**config.mk**
```make
export PLATFORM = sky130hd
export DESIGN_NAME = pzg_divsqrt
export DESIGN_NICKNAME = d
export VERILOG_FILES = /design/src/design/pzg_pkg.sv /design/src/design/pzg_divsqrt.sv
export SDC_FILE = /design/constraint.sdc
export NUM_CORES = 1
export LEC_CHECK = 0
export BUFFER_PORTS_ARGS = -buffer_cell sky130_fd_sc_hd__buf_2
export CAP_MARGIN = 20
export CELL_PAD_IN_SITES_DETAIL_PLACEMENT = 1
export CELL_PAD_IN_SITES_GLOBAL_PLACEMENT = 1
export CORE_MARGIN = 3
export CORE_UTILIZATION = 30
export CTS_BUF_LIST = sky130_fd_sc_hd__clkbuf_8
export DETAILED_ROUTE_END_ITERATION = 6
export PLACE_DENSITY_LB_ADDON = 0.1
export SYNTH_ARGS = -nofsm -noshare
export SYNTH_HDL_FRONTEND = slang
export SYNTH_SLANG_ARGS = --single-unit
```
**constraint.sdc**
```tcl
create_clock -name i_clk -period 6.1 [get_ports i_clk]
set_input_delay 0.305 -clock i_clk [delete_from_list [all_inputs] [get_ports i_clk]]
set_output_delay 0.305 -clock i_clk [all_outputs]
set_load 0.03 [all_outputs]
```
**src/design/pzg_pkg.sv**
```systemverilog
// Shared types, constants and tables for the pinch zoom gesture tracker.
package pzg_pkg;

    localparam int CoordBits = 12;
    localparam int DiffW     = CoordBits + 1;
    localparam int DistW     = 2 * CoordBits + 1;
    localparam int CenterW   = CoordBits + 1;
    localparam int QuoW      = 48;
    localparam int ScaleW    = 24;
    localparam int ProdW     = 32;
    localparam int CordFrac  = 20;
    localparam int CordW     = CoordBits + CordFrac + 4;
    localparam int CordSteps = 20;
    localparam int ZW        = 25;
    localparam int AngW      = 16;
    localparam int LimitW    = 8;
    localparam int AddrW     = 3;
    localparam int DataW     = 32;

    localparam logic [ScaleW-1:0] ScaleOne = ScaleW'(65536);
    localparam logic [ScaleW-1:0] ScaleMax = '1;
    localparam logic [ProdW-1:0]  ProdOne  = ProdW'(65536);
    localparam logic [LimitW-1:0] LimitReset = LimitW'(30);

    localparam logic REG_ROTATION_LIMIT = 1'b0;

    typedef enum logic [1:0] {
        EV_BEGIN  = 2'd0,
        EV_UPDATE = 2'd1,
        EV_END    = 2'd2,
        EV_OTHER  = 2'd3
    } t_event;

    typedef enum logic [2:0] {
        GS_NONE    = 3'd0,
        GS_MAYBE   = 3'd1,
        GS_TRIGGER = 3'd2,
        GS_FINISH  = 3'd3,
        GS_CANCEL  = 3'd4,
        GS_IGNORE  = 3'd5
    } t_gesture;

    typedef enum logic [3:0] {
        ST_IDLE,
        ST_DIST_CUR,
        ST_DIST_LAST,
        ST_LAUNCH,
        ST_ANG_CUR,
        ST_ANG_ORG,
        ST_RATIO,
        ST_MUL,
        ST_FIN
    } t_state;

    typedef struct packed {
        logic [1:0]           event_kind;
        logic [3:0]           point_count;
        logic [CoordBits-1:0] first_x;
        logic [CoordBits-1:0] first_y;
        logic [CoordBits-1:0] second_x;
        logic [CoordBits-1:0] second_y;
    } t_in_item;

    typedef struct packed {
        logic [2:0]         gesture_state;
        logic [ScaleW-1:0]  previous_scale;
        logic [ScaleW-1:0]  step_scale;
        logic [ProdW-1:0]   overall_scale;
        logic [CenterW-1:0] origin_center_x;
        logic [CenterW-1:0] origin_center_y;
    } t_out_item;

    // Arctangent of 2^-i in degrees, Q.16.
    function automatic logic [ZW-2:0] atan_q16(input logic [4:0] idx);
        logic [ZW-2:0] v;
        case (idx)
            5'd0:    v = 24'd2949120;
            5'd1:    v = 24'd1740967;
            5'd2:    v = 24'd919879;
            5'd3:    v = 24'd466945;
            5'd4:    v = 24'd234379;
            5'd5:    v = 24'd117304;
            5'd6:    v = 24'd58666;
            5'd7:    v = 24'd29335;
            5'd8:    v = 24'd14668;
            5'd9:    v = 24'd7334;
            5'd10:   v = 24'd3667;
            5'd11:   v = 24'd1833;
            5'd12:   v = 24'd917;
            5'd13:   v = 24'd458;
            5'd14:   v = 24'd229;
            5'd15:   v = 24'd115;
            5'd16:   v = 24'd57;
            5'd17:   v = 24'd29;
            5'd18:   v = 24'd14;
            5'd19:   v = 24'd7;
            default: v = '0;
        endcase
        return v;
    endfunction

endpackage

```
**src/design/pzg_divsqrt.sv**
```systemverilog
// Iterative distance ratio unit: restoring divide, then bitwise square root.
module pzg_divsqrt
    import pzg_pkg::*;
(
    input  logic             i_clk,
    input  logic             i_rst_n,
    input  logic             i_start,
    input  logic [DistW-1:0] i_num,
    input  logic [DistW-1:0] i_den,
    output logic             o_busy,
    output logic [ScaleW-1:0] o_root
);

    logic              r_busy;
    logic              r_sat;
    logic              r_sqrt;
    logic [5:0]        r_cnt;
    logic [DistW-1:0]  r_den;
    logic [DistW-1:0]  r_rem;
    logic [15:0]       r_low;
    logic [QuoW-1:0]   r_q;
    logic [QuoW-1:0]   r_res;
    logic [QuoW-1:0]   r_bit;

    logic [DistW:0]    trial;
    logic              ge;
    logic [QuoW-1:0]   sq_sum;
    logic              sq_ge;

    assign trial  = {r_rem, r_low[15]};
    assign ge     = trial >= {1'b0, r_den};
    assign sq_sum = r_res + r_bit;
    assign sq_ge  = r_q >= sq_sum;

    always_ff @(posedge i_clk) begin
        if (!i_rst_n) begin
            r_busy <= 1'b0;
        end else if (i_start) begin
            r_busy <= 1'b1;
        end else if (r_busy && (r_sat || (r_sqrt && r_cnt == 6'd1))) begin
            r_busy <= 1'b0;
        end
    end

    always_ff @(posedge i_clk) begin
        if (i_start) begin
            r_sat  <= (i_den == '0) ||
                      ({16'b0, i_num} >= {i_den, 16'b0});
            r_sqrt <= 1'b0;
            r_cnt  <= 6'd48;
            r_den  <= i_den;
            r_rem  <= DistW'(i_num >> 16);
            r_low  <= i_num[15:0];
            r_q    <= '0;
        end else if (r_busy) begin
            if (r_sat) begin
                r_res <= QuoW'(ScaleMax);
            end else if (!r_sqrt) begin
                // One quotient bit a cycle.
                r_rem <= ge ? DistW'(trial - {1'b0, r_den}) : DistW'(trial);
                r_q   <= {r_q[QuoW-2:0], ge};
                r_low <= {r_low[14:0], 1'b0};
                if (r_cnt == 6'd1) begin
                    r_sqrt <= 1'b1;
                    r_cnt  <= 6'd24;
                    r_res  <= '0;
                    r_bit  <= QuoW'(1) << (QuoW - 2);
                end else begin
                    r_cnt <= r_cnt - 6'd1;
                end
            end else begin
                // One root bit a cycle.
                if (sq_ge) begin
                    r_q   <= r_q - sq_sum;
                    r_res <= (r_res >> 1) + r_bit;
                end else begin
                    r_res <= r_res >> 1;
                end
                r_bit <= r_bit >> 2;
                r_cnt <= r_cnt - 6'd1;
            end
        end
    end

    assign o_busy = r_busy;
    assign o_root = r_res[ScaleW-1:0];

endmodule

```
==> summary.txt <==
GRT
  – First-pass GRT wire length: 86400 µm
  – Grt ovf: 0
  – Initial antenna violation count: 2
  – GR Util met1: 25.8%
  – M2 GR Usage: around a third
  – Met3 GRT Util: 2.46%
  – Pin count of the biggest net entering global routing: 69
  – Vias in the first global route: 15100
  – Total global-route track usage: 19.2%
  – Layer with the highest usage: met2

Setup path
  – Crit path kind: flip-flop to flip-flop
  – Worst setup SP type: flip-flop
  – Crit end category: flip-flop
  – Max FO, Critical Path: 19
  – Req. time, crit path: approximately 6.5 ns
  – Worst EP arrival: approximately 6 ns

Place
  – DP HPWL: roughly 41000 µm
  – Placed Area: 0.0173 mm²
  – Port Buf Inserts: 77
  – Setup WS pre-CTS: 0.329 ns
  – GP Congestion: 0.857

Floorplan
  – Die height: between 200 and 250 µm
  – Total die area: 0.0570 mm²
  – Starting Density: between 30% and 40%
  – DIE WIDTH: 239 µm
  – I/O pins: between 70 and 80
  – Row count: 84
  – Core area: 0.0531 mm²

STA
  – Clock Skews: just under 0.03 ns
  – Max Transition Viols Final: 0
  – Hold Vio Cnt, Final: 0
  – Tcrit/Tclk final: 91.5%
  – Fin crit period: 5.58 ns
  – RSZ-0062 raised after global routing: false
  – Setup_tns: 0 ns
  – # setup viols final: 0
  – Final Worst Setup Slack: 0.518 ns
  – Peak Freq: around 180 MHz
  – Worst slew margin: 39.4%
  – Worst Max-Slew Pin Slew: 0.907 ns

Final layout
  – Fin area: 0.0182 mm²
  – Share of layout cells above drive strength 1: 10.5%
  – Nets@finish: between 2000 and 2500
  – Multi-input gate area: 0.0104 mm²
  – Area Growth Syn to Fin: 12.3%
  – # fillers: 6244
  – Storage cell area: 0.00514 mm²

Flow run
  – Max-Cap Viols: 0

Drt
  – Detail Route Antenna Nets: 0
  – Drt initial violations: 650
  – Via count: 14500
  – Drt pass-1 iters: 4
  – DR vias/cell: 5.43
  – Wirelength, routed: 54200 µm
  – Routed len/inst: 20.3 µm
  – DRC violations left: 0

Synth
  – Cell variety after synth: 85
  – Yosys reg bits: 195
  – Dominant synthesized flop cell: edfxtp_1
  – Async S/R FF share, synth: 0%
  – Syn nets: just over 2000
  – Synthesis Warnings: 0
  – Mapped Cells: approximately 1900
  – Synth Area per Inst: 8.61 µm²
  – Post-synthesis sequential area ratio: 31.6%
  – EDFF count, synth: 123
  – Mapped cell area: 0.0162 mm²

Status
  – Outcome: completed

Min path
  – HP Class: input pin to flip-flop

CTS
  – CTS tree: done
  – Clk Latency, worst-skew pair: 0.59 ns
  – Longest Clk Path Bufs: 2
  – CTS Sinks: 195
  – Max H-tree Level: 4
  – Clk slew on worst S/H paths: 0.12 ns
  – Root Driver: clkbuf_8
  – CTS buffer count: 17

Power and ir drop
  – Max IR drop VDD: 0.167 mV
  – LEAKAGE: roughly 6.9 nW
  – PwrDens: between 150 and 200 mW/mm²
where the power goes:
part	switching, W	total [W]	internal, W	leakage, nW
Combinational	0.000450	0.000755	0.000306	4.89
Sequential	0.0000512	0.00152	0.00147	1.76
Clock	0.000596	0.000980	0.000385	0.213
Total	0.00110	0.00325	0.00216	6.86
path summary, 6_finish.rpt:
path                            startpoint        end  slack (ns)  cells after the start
worst max-delay path              r_res[2]  r_res[43]        0.52                     21
worst max register to register    r_res[2]  r_res[43]        0.52                     21
worst min-delay path               i_start   r_cnt[3]        0.12                      2
worst min register to register   r_rem[21]  r_rem[21]        0.49                      2
final cells by class:
| class | count | area share (%) |
|---|---|---|
| multi-input cells | 1516 | 56.9 |
| flip-flops and latches | 195 | 28.2 |
| repair buffers | 162 | 6.45 |
| well taps | 688 | 4.72 |
| inverters | 68 | 1.40 |
| clock buffers | 17 | 1.28 |
| clock inverters | 15 | 1.07 |
| diodes | 4 | 0.0549 |
cells in the mapped netlist, drive strengths merged, types with 13 or more instances:
| master | instances | area [µm²] |
|---|---|---|
| a211oi | 66 | 500 |
| o21bai | 26 | 195 |
| mux2 | 17 | 191 |
| nand3 | 29 | 145 |
| inv | 68 | 255 |
| a31oi | 62 | 394 |
| nor2 | 163 | 612 |
| and2 | 40 | 250 |
| nor2b | 25 | 156 |
| a21oi | 131 | 663 |
| buf | 52 | 315 |
| ha | 134 | 1680 |
| nor4 | 13 | 87.6 |
| o21a | 19 | 143 |
| nand4 | 44 | 282 |
| xnor2 | 68 | 596 |
| dfxtp | 72 | 1440 |
| and3 | 15 | 93.8 |
| o31ai | 18 | 163 |
| o21ai | 136 | 681 |
| a21o | 38 | 285 |
| clkbuf | 56 | 211 |
| mux2i | 46 | 460 |
| a31o | 18 | 166 |
| nand2 | 158 | 593 |
| xor2 | 71 | 622 |
| nor3 | 37 | 185 |
| or3 | 13 | 81.3 |
| edfxtp | 123 | 3690 |
flip-flops by register name, summed over array words and instances (netlist names):
register and cells:
r_rem 25, r_res 48, r_sqrt 1, r_sat 1
r_den 25, r_q 48, r_cnt 6, r_low 16
o_busy 1, r_bit 24
metrics by stage:
stage	hold WS (ns)	util [%]	cells	total power, W
detailed placement	0.484	32.6	2579	0.00228
CTS	0.0667	34.3	2661	0.00332
finish	0.124	34.4	2665	0.00325
global route	0.116	34.4	2665	0.00345
floorplan	0.404	-	1887	0.00206
global placement	0.470	32.6	2579	0.00227
critical path, cell delays in order, from the launching register on:
cell,delay (ns)
edfxtp_1,0.49
ha_1,0.40
a21o_1,0.20
a31oi_1,0.31
o21ai_2,0.14
a31oi_4,0.25
buf_4,0.17
o21ai_0,0.11
a31o_2,0.26
nand2_1,0.07
xor2_1,0.30
ha_2,0.29
nand4_1,0.18
nor4_2,0.37
nor2_1,0.07
a211oi_1,0.26
o21ai_1,0.19
a21oi_2,0.27
buf_4,0.30
nor2_2,0.15
or4_1,0.53
o2111ai_1,0.09
routing by layer:
metal,vias to the layer above,wire (µm)
li1,7168,-
met1,7110,26400
met2,145,25900
met3,40,1040
met4,0,731
met5,-,0
layout by cell type (no fill, tap or decap), types with 61 or more instances in the layout:
master	netlist	layout
nor2_1	163	161
nand2_1	158	158
ha_1	134	133
a21oi_1	129	127
edfxtp_1	123	123
o21ai_0	109	109
buf_2	21	76
xor2_1	71	71
dfxtp_1	72	71
xnor2_1	68	68
inv_1	67	67
a211oi_1	65	64
a31oi_1	61	61
cells by family after synthesis:
group / Yosys count / share of synthesized area [%]
AO/OA/AOI/OAI: 598 / 24.2
AND/OR/NAND/NOR: 580 / 17.3
flip-flops: 195 / 31.6
buffers and inverters: 176 / 4.81
XOR/XNOR: 139 / 7.49
adder cells (fa/ha/maj): 136 / 10.6
multiplexers: 63 / 4.01
timing repair:
| item | 4_1_cts | 5_1_grt |
|---|---|---|
| hold buffers | 50 | 0 |
| buffers inserted | 0 | 0 |
| hold endpoints to repair | 50 | 0 |
| endpoints found under the setup margin | 0 | 15 |
| resized for setup | 0 | 6 |
(Power assumes the default switching activity.)
